**config.mk**
```make
export PLATFORM = sky130hd
export DESIGN_NAME = swrms_ctrl
export DESIGN_NICKNAME = d
export VERILOG_FILES = /design/src/rtl/swrms_pkg.sv /design/src/rtl/swrms_ctrl.sv
export SDC_FILE = /design/constraint.sdc
export NUM_CORES = 1
export LEC_CHECK = 0
export BUFFER_PORTS_ARGS = -buffer_cell sky130_fd_sc_hd__buf_4
export CAP_MARGIN = 20
export CORE_ASPECT_RATIO = 0.6
export CORE_UTILIZATION = 30
export CTS_CLUSTER_SIZE = 20
export DETAILED_ROUTE_END_ITERATION = 12
export PLACE_DENSITY = 0.59
export SYNTH_ARGS = -nofsm -noshare
export SYNTH_HDL_FRONTEND = slang
export SYNTH_SLANG_ARGS = --single-unit
```
**constraint.sdc**
```tcl
create_clock -name clk -period 2.4 [get_ports clk]
set_clock_uncertainty 0.15 [all_clocks]
set_input_delay 0.72 -clock clk [delete_from_list [all_inputs] [get_ports clk]]
set_output_delay 0.72 -clock clk [all_outputs]
set_load 0.02 [all_outputs]
```
**src/rtl/swrms_pkg.sv**
```systemverilog
package swrms_pkg;

  localparam int SAMPLE_W = 16;
  localparam int RMS_W    = 16;
  localparam int WL_W     = 9;
  localparam int PDATA_W  = 32;
  localparam int PADDR_W  = 3;

  localparam int MAX_WINDOW_DEF  = 256;
  localparam int SAMPLE_BITS_DEF = 16;

  localparam logic [WL_W-1:0] WL_RESET = 9'd128;
  localparam logic [RMS_W-1:0] RMS_MAX = 16'hFFFF;

  localparam logic [PADDR_W-3:0] REG_WINDOW_LENGTH = '0;

  // Running sum of squares over at most 511 samples.
  function automatic int sum_w(input int sb);
    return 2 * sb + WL_W;
  endfunction

  function automatic int root_w(input int sb);
    return (sum_w(sb) + 1) / 2;
  endfunction

  // Divider/square-root operand, padded to an even bit count.
  function automatic int x_w(input int sb);
    return 2 * root_w(sb);
  endfunction

  typedef struct packed {
    logic capture;
    logic read;
    logic add;
    logic sub;
    logic div_step;
    logic sqrt_step;
    logic load_out;
  } cmd_t;

  typedef struct packed {
    logic need_result;
    logic out_free;
  } status_t;

endpackage

```
**src/rtl/swrms_ctrl.sv**
```systemverilog
module swrms_ctrl #(
  parameter int SAMPLE_BITS = swrms_pkg::SAMPLE_BITS_DEF
) (
  input  logic               clk,
  input  logic               rst,
  input  logic               in_valid,
  output logic               in_ready,
  input  swrms_pkg::status_t status,
  output swrms_pkg::cmd_t    cmd
);

  localparam int X_W    = swrms_pkg::x_w(SAMPLE_BITS);
  localparam int ROOT_W = swrms_pkg::root_w(SAMPLE_BITS);
  localparam int CNT_W  = $clog2(X_W);

  typedef enum logic [6:0] {
    ST_IDLE = 7'b0000001,
    ST_READ = 7'b0000010,
    ST_ADD  = 7'b0000100,
    ST_SUB  = 7'b0001000,
    ST_DIV  = 7'b0010000,
    ST_SQRT = 7'b0100000,
    ST_HOLD = 7'b1000000
  } state_t;

  state_t           state, state_next;
  logic [CNT_W-1:0] cnt, cnt_next;

  assign in_ready = (state == ST_IDLE);

  always_comb begin
    state_next = state;
    cnt_next   = cnt;
    cmd        = '0;
    unique case (state)
      ST_IDLE: begin
        if (in_valid) begin
          cmd.capture = 1'b1;
          state_next  = ST_READ;
        end
      end
      ST_READ: begin
        cmd.read   = 1'b1;
        state_next = ST_ADD;
      end
      ST_ADD: begin
        cmd.add    = 1'b1;
        state_next = ST_SUB;
      end
      ST_SUB: begin
        cmd.sub = 1'b1;
        if (status.need_result) begin
          cnt_next   = CNT_W'(X_W - 1);
          state_next = ST_DIV;
        end else begin
          state_next = ST_IDLE;
        end
      end
      ST_DIV: begin
        cmd.div_step = 1'b1;
        if (cnt == '0) begin
          cnt_next   = CNT_W'(ROOT_W - 1);
          state_next = ST_SQRT;
        end else begin
          cnt_next = cnt - 1'b1;
        end
      end
      ST_SQRT: begin
        cmd.sqrt_step = 1'b1;
        if (cnt == '0) begin
          state_next = ST_HOLD;
        end else begin
          cnt_next = cnt - 1'b1;
        end
      end
      ST_HOLD: begin
        // wait for the output register to drain
        if (status.out_free) begin
          cmd.load_out = 1'b1;
          state_next   = ST_IDLE;
        end
      end
      default: begin
        state_next = ST_IDLE;
      end
    endcase
  end

  always_ff @(posedge clk) begin
    if (rst) begin
      state <= ST_IDLE;
      cnt   <= '0;
    end else begin
      state <= state_next;
      cnt   <= cnt_next;
    end
  end

  a_cmd_onehot: assert property (@(posedge clk) disable iff (rst) $onehot0(cmd))
    else $error("more than one datapath command at once");

  a_div_to_sqrt: assert property (@(posedge clk) disable iff (rst)
    (state == ST_DIV && cnt == '0) |=> (state == ST_SQRT && cnt == CNT_W'(ROOT_W - 1)))
    else $error("divider did not hand over to square root");

  a_load_free: assert property (@(posedge clk) disable iff (rst)
    cmd.load_out |-> status.out_free)
    else $error("result loaded over a pending transaction");

endmodule

```
# Word level (Yosys, flattened, before mapping)
# Index checks and enable logic that the tools add are counted.
[word_totals]
register_bits = 13
inputBits = 5
[classes]
n_addsub = 1
eq_ne = 13
mux = 19
n_reduce_logical = 4
[ops]
columns = ["op", "n"]
rows = [
  ["one-hot mux 7 bit (7 select lines)", 1],
  ["2-to-1 mux 7 bit", 4],
  ["2-to-1 mux 6 bit", 3],
  ["one-hot mux 6 bit (3 select lines)", 1],
  ["!= test 2 bit, second input constant", 6],
  ["2-to-1 mux 1 bit", 9],
  ["== test 7 x 1 -> 1 bit, second input constant", 1],
  ["== test 7 x 2 -> 1 bit, second input constant", 1],
  ["== test 7 x 3 -> 1 bit, second input constant", 1],
  ["== test 7 x 4 -> 1 bit, second input constant", 1],
  ["== test 7 x 5 -> 1 bit, second input constant", 1],
  ["== test 7 x 6 -> 1 bit, second input constant", 1],
  ["== test 7 bit, second input constant", 1],
  ["zero test 6 bit", 1],
  ["subtractor 6 x 1 -> 6 bit, second input constant", 1],
  ["2-to-1 mux 5 bit", 1],
  ["AND reduction 4 bit", 1],
  ["AND reduction 3 bit", 1],
  ["nonzero test 3 bit", 1],
]

# Depth between registers and ports, before layout
# Gate-level depths: netlist of the first run.
[logic_depth]
ltp_word = 3
depth_mapped = 7
depth_no_buf = 7

# Worst setup path after synthesis of the first run
# No wires, ideal clock.
[synth_path]
path_type = "register to output"
start = "register state[1]"
end = "output cmd[1] in the netlist's numbering"
arrival_time_ns = 1.445
t_required_ns = 1.530
setup_slack_ns = 0.085
stages_incl_launch_ff = 4
n_path_buf = 0
path_cell_list = "dfxtp_1 > or3_4 > or3_4 > nor2_1"
[synth_rtl]
columns = ["item", "line", "source"]
rows = [
  ["from (decl)", "swrms_ctrl.sv:26", "state_t state, state_next;"],
  ["from (signal assigned)", "swrms_ctrl.sv:94", "state <= state_next;"],
  ["to (decl)", "swrms_ctrl.sv:9", "output swrms_pkg::cmd_t cmd"],
]

==> results of run 1 <==
==> flip-flops by register name, indices dropped and copies added (netlist names) <==
signal and cells:
cnt 6, state 7
==> power by group <==
part | internal [mW] | switching, mW
Clock | 0.117 | 0.0835
Combinational | 0.0429 | 0.0438
Sequential | 0.221 | 0.00410
Total | 0.381 | 0.131
==> layer usage <==
layer  vias to the layer above  GRT usage [%]  wire length (um)
met3                         4          5.938               121
met2                        24          23.85               993
met5                         -              0                 0
met4                         0          4.000                13
li1                        426              -                 -
met1                       435          25.76              1299
==> layout make-up <==
class                   instances  area, sq um
clock buffers                   4        45.04
well taps                      32        40.04
inverters                       5        18.77
repair buffers                 24        183.9
multi-input cells              80        545.5
flip-flops and latches         13        265.3
fillers                       263         1459
==> cell usage in the layout, fill, tap and decap left out, types with 3 or more instances in the layout <==
cell type,Yosys,routed
xnor2_1,3,3
nand2_1,8,8
and3_1,4,4
o211ai_1,3,3
nor2_1,11,9
a21oi_1,4,4
clkbuf_8,0,3
nor3_1,4,4
buf_4,1,23
nand2b_1,3,3
inv_1,5,5
xor2_1,3,3
nor2b_1,3,3
dfxtp_2,0,4
dfxtp_1,13,9
==> worst max-delay path, stage by stage, from the launching register on <==
cell and delay (ns):
dfxtp_2 0.32, or3_4 0.41, or3_4 0.36, nor2_4 0.10, buf_6 0.12
==> worst paths after layout <==
path	start	to	slack, ns	cells past startpoint
max	state[1]$_SDFFE_PP0P_	cmd[1]	-0.02	4
min	cnt[0]$_SDFFE_PP0P_	cnt[0]$_SDFFE_PP0P_	0.37	2
max reg2reg	cnt[0]$_SDFFE_PP0P_	cnt[5]$_SDFFE_PP0P_	0.26	7
min reg2reg	cnt[0]$_SDFFE_PP0P_	cnt[0]$_SDFFE_PP0P_	0.37	2
==> cell families (layout without fill, tap and decap cells) <==
group / Yosys count / count (layout) / share of synthesized area (%)
simple gates: 48 / 48 / 32.78
xor+xnor: 6 / 6 / 6.346
flops: 13 / 13 / 31.42
mux: 1 / 1 / 1.209
buf+inv: 9 / 33 / 4.683
compound gates: 24 / 24 / 22.05
fa+ha+maj: 1 / 1 / 1.510
==> timing repair <==
action | 4_1_cts | 5_1_grt
setup buffers | 1 | 2
endpoints found under the setup margin | 2 | 5
gates cloned | 0 | 0
hold endpoints to repair | 0 | 0
pin swaps | 1 | 1
gates resized for setup | 4 | 5
==> impl_metrics.py, run 1 <==
metrics = {
    "timing": {
        "setup_viol": 1,
        "hold_viol": 0,
        "setup_tns_ns": -0.01798,
        "rsz0062_at_grt": "true",
        "relSlewSlack_pct": 76.26,
        "drv_slew": 0,
        "tightest_slew_ns": 0.3528,
        "finalWorstSetupSlack_ns": -0.01798,
        "post-route-period-util_pct": 100.7,
        "max_freq_ghz": 0.4136,
        "layout_min_cycle_time_ns": 2.418,
        "hold_slack_ns": 0.3696,
    },
    "synth": {
        "ys_ff_latch": 13,
        "synthArstFlopShare_pct": 0,
        "ys_seq_area_share_pct": 31.42,
        "synth_area_leader_cell": "dfxtp_1",
        "postSynthAreaPerCell_sq_um": 8.121,
        "synth_area_leaders": "dfxtp_1, nor2_1, nand2_1",
        "synth_top_area_share_pct": 31.42,
        "yosysMostFrequentCell": "dfxtp_1",
        "yosysWarnings": 0,
        "synth_area_sq_um": 828.3,
        "ys.flop_type": "dfxtp_1",
        "synth_edf_count": 0,
        "yosys-top-cells-count": "dfxtp_1, nor2_1, nand2_1",
        "syn_inst": 102,
        "yosysUniqueCellTypes": 39,
        "synth_nets": 108,
    },
    "pwr": {
        "ir_drop_v": 0.0002540,
        "power.leakage_nw": 0.4658,
        "power_density_mw_per_mm2": 466.4,
        "power_mw": 0.5123,
    },
    "drt": {
        "drc_errors": 0,
        "dr.first_iter.drc_count": 84,
        "ant_nets": 0,
        "wire_per_inst_um": 15.37,
        "finalWirelength_um": 2428,
        "dr.pass1.iters": 4,
        "dr_total_vias": 889,
        "vias_per_cell": 5.627,
    },
    "setup_path": {
        "critPathMaxFanout": 4,
        "crit_required_ns": 1.53,
        "endpoint_kind": "output port",
        "path_class": "reg2out",
        "critPathArrivalTime_ns": 1.55,
        "startpoint_type": "register",
    },
    "cts": {
        "clkSinkCount": 13,
        "cts-root-buf": "clkbuf_8",
        "cts_buffer_depth": 2,
        "cts_tree": "built",
        "cts-htree-levels": 1,
        "hold_buffers": 0,
        "cts-buffers-inserted": 3,
        "clk-insertion-delay-late_ns": 0.25,
        "clkTransAtPathRegs_ns": 0.06,
    },
    "finish": {
        "synthToLayoutAreaGrowth_pct": 32.63,
        "fin_util_pct": 42.96,
        "final_cell_area_sq_mm": 0.001099,
        "layout-drive-gt1-share_pct": 30.95,
        "layout.cells.non_filler": 158,
        "nNetsFinal": 133,
        "antennaDiodeCount": 0,
    },
    "die": {
        "start_util_pct": 32.39,
        "die_area_sq_mm": 0.002982,
        "core-area_sq_mm": 0.002557,
        "boundaryPins": 13,
        "fp-row-count": 14,
        "die_h_um": 42.70,
        "die_w_um": 69.84,
    },
    "global_route": {
        "grt_start_max_net_pins": 14,
        "grt_pass1_wl_um": 3946,
        "grt_antenna_before_repair": 0,
        "track_usage_pct": 17.39,
        "grt_overflow": 0,
        "grt_pass1_vias": 823,
    },
    "place": {
        "placed_area_sq_mm": 0.001006,
        "pre_cts_ws_ns": 0.1559,
        "place_inst": 151,
        "port_buffers": 12,
        "dp_hpwl_um": 1780,
        "gp_congestion": 0.8314,
    },
    "run": {
        "drv_cap": 0,
    },
    "min_path": {
        "min-delay-path-class": "reg2reg",
    },
    "outcome": {
        "status": "finished, violations left",
        "violations": "negative setup slack",
    },
}
No activity file was read; power rests on OpenSTA's default activity.
==> run 2: changes to the inputs <==
--- a/config.mk
+++ b/config.mk
@@ -5,13 +5,14 @@
 export SDC_FILE = /design/constraint.sdc
 export NUM_CORES = 1
 export LEC_CHECK = 0
+export ABC_AREA = 1
 export BUFFER_PORTS_ARGS = -buffer_cell sky130_fd_sc_hd__buf_4
 export CAP_MARGIN = 20
 export CORE_ASPECT_RATIO = 0.6
 export CORE_UTILIZATION = 30
 export CTS_CLUSTER_SIZE = 20
 export DETAILED_ROUTE_END_ITERATION = 12
-export PLACE_DENSITY = 0.59
+export PLACE_DENSITY = 0.58
 export SYNTH_ARGS = -nofsm -noshare
 export SYNTH_HDL_FRONTEND = slang
 export SYNTH_SLANG_ARGS = --single-unit
==> run 2 against run 1 <==
Cell area is 4.0% higher. Sequential cell count stayed put. Non-clock buffer count is 12 lower. Register-to-register slack better by 0.35 ns. Global-route usage is 4.4 points lower. Combinational power grew to 2.6 times the previous value. Total power is 30% higher. Cell count is 31% higher. Wire length is 17% lower. The flow now finishes without violations. First-iteration DRC count is 58% lower. Highest routed layer unchanged. Worst hold slack worse by 0.013 ns. Setup slack better by 0.19 ns.
==> impl_metrics.py, run 2 <==
metrics = {
    "timing": {
        "drv_slew": 0,
        "tightest_slew_ns": 0.3152,
        "hold_slack_ns": 0.3565,
        "post-route-period-util_pct": 92.85,
        "layout_min_cycle_time_ns": 2.228,
        "hold_viol": 0,
        "relSlewSlack_pct": 78.91,
        "setup_viol": 0,
        "rsz0062_at_grt": "false",
        "setup_tns_ns": 0,
        "max_freq_ghz": 0.4487,
    },
    "pwr": {
        "ir_drop_v": 0.0002086,
        "power.leakage_nw": 0.6172,
        "power_density_mw_per_mm2": 583.2,
        "power_mw": 0.6662,
    },
    "cts": {
        "cts-root-buf": "clkbuf_8",
        "cts-htree-levels": 1,
        "clkTransAtPathRegs_ns": 0.06,
        "hold_buffers": 0,
        "clk-insertion-delay-late_ns": 0.24,
        "cts-resized-gates": 0,
        "cts-buffers-inserted": 3,
        "cts_tree": "built",
        "clkSinkCount": 13,
        "cts_setup_buffers": 0,
        "cts_buffer_depth": 2,
    },
    "synth": {
        "yosysMostFrequentCell": "nand2_1",
        "synthArstFlopShare_pct": 0,
        "ys_seq_area_share_pct": 27.26,
        "synth_area_leaders": "dfxtp_1, nand2_1, nor2_1",
        "synth_nets": 155,
        "synth_top_area_share_pct": 27.26,
        "ys_ff_latch": 13,
        "yosys-top-cells-count": "nand2_1, nor2_1, inv_1",
        "ys.flop_type": "dfxtp_1",
        "syn_inst": 149,
        "synth_area_leader_cell": "dfxtp_1",
        "yosysUniqueCellTypes": 23,
        "synth_edf_count": 0,
        "postSynthAreaPerCell_sq_um": 6.407,
        "synth_area_sq_um": 954.7,
        "yosysWarnings": 0,
    },
    "drt": {
        "dr.first_iter.drc_count": 35,
        "dr.pass1.iters": 4,
        "drc_errors": 0,
        "finalWirelength_um": 2017,
        "wire_per_inst_um": 9.744,
        "vias_per_cell": 4.304,
        "ant_nets": 0,
        "dr_total_vias": 891,
    },
    "global_route": {
        "track_usage_pct": 12.95,
        "grt_start_max_net_pins": 8,
        "grt_antenna_before_repair": 0,
        "grt_overflow": 0,
        "grt_pass1_wl_um": 3153,
        "grt_pass1_vias": 705,
    },
    "die": {
        "die_h_um": 45.70,
        "core-area_sq_mm": 0.002947,
        "die_w_um": 74.83,
        "start_util_pct": 32.40,
        "die_area_sq_mm": 0.003419,
        "boundaryPins": 13,
        "fp-row-count": 15,
    },
    "finish": {
        "nNetsFinal": 172,
        "antennaDiodeCount": 0,
        "most-common-layout-cells": "nand2_1, nor2_1, inv_1",
        "reg.largest.list": "state: 7 flops, cnt: 6 flops",
        "layout_commonest_cell": "nand2_1",
        "final_cell_area_sq_mm": 0.001142,
        "regMostFlops": "state",
        "fin_util_pct": 38.77,
        "largest_reg_flops": 7,
        "synthToLayoutAreaGrowth_pct": 19.66,
        "fillers": 336,
        "layout-drive-gt1-share_pct": 23.64,
    },
    "setup_path": {
        "cpMaxStageDelayCell": "dfxtp_1",
        "endpoint_kind": "output port",
        "crit_path_cell_trace": "inv_2, nand2_2, nor2_4, nand2_1, nor2_1, buf_4",
        "startpoint_type": "register",
        "crit_required_ns": 1.53,
        "critPathMaxFanout": 5,
        "path_class": "reg2out",
        "cp_slowest_stage_delay_ns": 0.37,
        "critPathArrivalTime_ns": 1.36,
    },
    "run": {
        "drv_cap": 0,
    },
    "place": {
        "port_buffers": 12,
        "placed_area_sq_mm": 0.001097,
        "gp_congestion": 0.7727,
        "dp_hpwl_um": 1634,
    },
    "outcome": {
        "status": "finished, final reports clean",
    },
    "min_path": {
        "min-delay-path-class": "reg2reg",
    },
}
-- run 2: worst paths after layout --
kind                    startpoint                  end  slack [ns]  cells after the start
max          state[5]$_SDFFE_PP0P_               cmd[6]        0.17                      6
min            cnt[1]$_SDFFE_PP0P_  cnt[1]$_SDFFE_PP0P_        0.36                      2
min reg2reg    cnt[1]$_SDFFE_PP0P_  cnt[1]$_SDFFE_PP0P_        0.36                      2
max reg2reg    cnt[0]$_SDFFE_PP0P_  cnt[0]$_SDFFE_PP0P_        0.61                      7
-- run 2: layout make-up --
type | instances | area [sq um] | area share, %
Clock buffer | 4 | 45.04 | 3.943
Inverter | 25 | 93.84 | 8.215
Multi-Input combinational cell | 111 | 600.6 | 52.57
Sequential cell | 13 | 260.3 | 22.78
Tap cell | 42 | 52.55 | 4.600
Timing Repair Buffer | 12 | 90.09 | 7.886
-- run 2: kinds of logic after synthesis --
group                    after synthesis  share of synthesized area, %
XOR/XNOR                               3                         2.753
AO/OA/AOI/OAI                          7                         4.063
flip-flops                            13                         27.26
AND/OR/NAND/NOR                      100                         54.78
buffers and inverters                 25                         9.829
adder cells (fa/ha/maj)                1                         1.310
-- run 2: per-stage QoR --
stage,worst slack [ns],std cells
2_1_floorplan,0.06862,149
3_3_place_gp,0.2744,203
3_5_place_dp,0.2650,203
4_1_cts,0.1553,207
5_1_grt,0.08290,207
6_report,0.1715,207
-- run 2: critical path, delay by kind of cell, from the launching register on --
family	cells	cell delay (ns)
flip-flops	1	0.37
buffers and inverters	2	0.24
AND/OR/NAND/NOR	4	0.49
-- run 2: where the power goes --
part	internal, mW	switching [mW]	total, mW
combinational	0.0803	0.148	0.228
clock	0.117	0.0789	0.196
sequential	0.229	0.0130	0.242
total	0.427	0.240	0.666
-- run 2: metal layers --
| metal | track usage [%] | part of all wire, % | vias to the layer above | routed length (um) |
|---|---|---|---|---|
| met4 | 4.528 | 0.64 | 0 | 13 |
| met2 | 17.30 | 40 | 10 | 802 |
| met1 | 18.80 | 56 | 393 | 1129 |
| li1 | - | - | 486 | - |
| met3 | 4.646 | 3.6 | 2 | 72 |
| met5 | 0 | 0 | - | 0 |
==> run 3: changes to the inputs <==
--- a/config.mk
+++ b/config.mk
@@ -10,6 +10,7 @@
 export CAP_MARGIN = 20
 export CORE_ASPECT_RATIO = 0.6
 export CORE_UTILIZATION = 30
+export CTS_BUF_LIST = sky130_fd_sc_hd__clkbuf_16
 export CTS_CLUSTER_SIZE = 20
 export DETAILED_ROUTE_END_ITERATION = 12
 export PLACE_DENSITY = 0.58
==> run 3 against run 2 <==
Sequential share of layout area is 0.65 points lower. Die area stayed put. Largest cell class unchanged. Sequential power hardly changed. Highest routed layer unchanged. Non-clock buffer count stayed put. Worst hold slack worse by 0.0026 ns. Via count is 0.79% lower.
==> impl_metrics.py, run 3 (synthesized netlist as in run 2, its figures left out) <==
metrics = {
    "outcome": {
        "status": "finished, final reports clean",
    },
    "drt": {
        "vias_per_cell": 4.271,
        "wire_per_inst_um": 9.778,
        "drc_errors": 0,
        "dr_total_vias": 884,
        "finalWirelength_um": 2024,
        "ant_nets": 0,
        "dr.first_iter.drc_count": 39,
        "dr.pass1.iters": 4,
    },
    "setup_path": {
        "critPathMaxFanout": 5,
        "reg2reg_from": "cnt[0]$_SDFFE_PP0P_",
        "rr_endpoint": "cnt[0]$_SDFFE_PP0P_",
        "endpoint_kind": "output port",
        "r2r_cells": 7,
        "crit_required_ns": 1.53,
        "startpoint_type": "register",
        "critPathArrivalTime_ns": 1.35,
        "path_class": "reg2out",
        "rrSetupSlack_ns": 0.62,
    },
    "pwr": {
        "pwr-share-comb_pct": 29.3,
        "switching_share_pct": 32.07,
        "pwr-share-clk_pct": 39.6,
        "power.leakage_nw": 0.6367,
        "power_mw": 0.7795,
        "seqPwrFrac_pct": 31.2,
        "switchingPower_mw": 0.2500,
        "ir_drop_v": 0.0002626,
        "p_int_mw": 0.5295,
        "power_density_mw_per_mm2": 662.8,
    },
    "cts": {
        "clkSinkCount": 13,
        "clk-insertion-delay-late_ns": 0.24,
        "hold_buffers": 0,
        "cts_setup_buffers": 0,
        "cts-root-buf": "clkbuf_16",
        "clkTransAtPathRegs_ns": 0.04,
        "cts_buffer_depth": 2,
        "cts_tree": "built",
        "cts-htree-levels": 1,
        "cts-resized-gates": 0,
        "cts-buffers-inserted": 3,
    },
    "min_path": {
        "min-delay-path-class": "reg2reg",
        "hp-start": "cnt[1]$_SDFFE_PP0P_",
        "whs_path_depth": 2,
        "worstHoldEndpoint": "cnt[1]$_SDFFE_PP0P_",
    },
    "die": {
        "fp-row-count": 15,
        "die_h_um": 45.70,
        "boundaryPins": 13,
        "core-area_sq_mm": 0.002947,
        "die_w_um": 74.83,
        "start_util_pct": 32.40,
        "die_area_sq_mm": 0.003419,
    },
    "global_route": {
        "track_usage_pct": 12.66,
        "grt_pass1_vias": 714,
        "grt_pass1_wl_um": 3125,
        "grt_antenna_before_repair": 0,
        "grt_start_max_net_pins": 8,
        "grt_overflow": 0,
    },
    "place": {
        "dp_hpwl_um": 1634,
        "gp_congestion": 0.7727,
        "port_buffers": 12,
    },
    "timing": {
        "max_freq_ghz": 0.4495,
        "drv_slew": 0,
        "setup_viol": 0,
        "tightest_slew_ns": 0.3164,
        "post-route-period-util_pct": 92.69,
        "rsz0062_at_grt": "false",
        "setup_tns_ns": 0,
        "layout_min_cycle_time_ns": 2.225,
        "hold_viol": 0,
        "relSlewSlack_pct": 78.83,
    },
    "finish": {
        "layout-drive-gt1-share_pct": 23.64,
        "nNetsFinal": 172,
        "antennaDiodeCount": 0,
        "synthToLayoutAreaGrowth_pct": 23.20,
        "layout_commonest_cell": "nand2_1",
        "most-common-layout-cells": "nand2_1, nor2_1, inv_1",
        "largest_reg_flops": 7,
        "fillers": 329,
        "fin_util_pct": 39.92,
        "reg.largest.list": "state: 7 flops, cnt: 6 flops",
        "regMostFlops": "state",
    },
    "run": {
        "drv_cap": 0,
    },
}
run 3: worst max-delay path by stage:
stage,cells after the start,to,slack [ns],from
2_1_floorplan,2,cmd[0],0.07,status[0]
3_3_place_gp,4,cmd[0],0.27,status[0]
3_5_place_dp,4,cmd[0],0.26,status[0]
4_1_cts,6,cmd[6],0.17,state[5]$_SDFFE_PP0P_
5_1_grt,6,cmd[6],0.09,state[5]$_SDFFE_PP0P_
6_report,6,cmd[6],0.18,state[5]$_SDFFE_PP0P_
run 3: power by group through the flow:
stage	clock network, mW	registers, mW	logic (mW)
after floorplan	0	0.244	0.175
after global placement	0	0.245	0.224
after detailed placement	0	0.247	0.228
after CTS	0.318	0.243	0.229
after global routing	0.329	0.244	0.255
final	0.308	0.243	0.228
run 3: worst max-delay path, cell delays in order, from the launching register on:
cell,delay [ns]
dfxtp_1,0.36
inv_2,0.10
nand2_2,0.08
nor2_4,0.19
nand2_1,0.14
nor2_1,0.10
buf_4,0.14
run 3: layout make-up:
class / instances / area [sq um] / area share, %
Timing Repair Buffer: 12 / 90.09 / 7.660
Sequential cell: 13 / 260.3 / 22.13
Tap cell: 42 / 52.55 / 4.468
Clock buffer: 3 / 75.07 / 6.383
Inverter: 25 / 93.84 / 7.979
Multi-Input combinational cell: 111 / 600.6 / 51.06
Clock inverter: 1 / 3.754 / 0.3191
run 3: per-stage QoR:
step / std cells / worst slack, ns / hold WS, ns / cell area, sq um
2_1_floorplan: 149 / 0.06862 / 0.3038 / 954.7
3_3_place_gp: 203 / 0.2744 / 0.3444 / 1097
3_5_place_dp: 203 / 0.2650 / 0.3417 / 1097
4_1_cts: 207 / 0.1655 / 0.3536 / 1176
5_1_grt: 207 / 0.09383 / 0.3864 / 1176
6_report: 207 / 0.1755 / 0.3538 / 1176
run 3: metal layers:
layer	wire [um]	global-route usage (%)	up-vias
li1	-	-	490
met1	1145	18.80	383
met2	803	17.30	9
met3	64	3.982	2
met4	11	3.396	0
met5	0	0	-
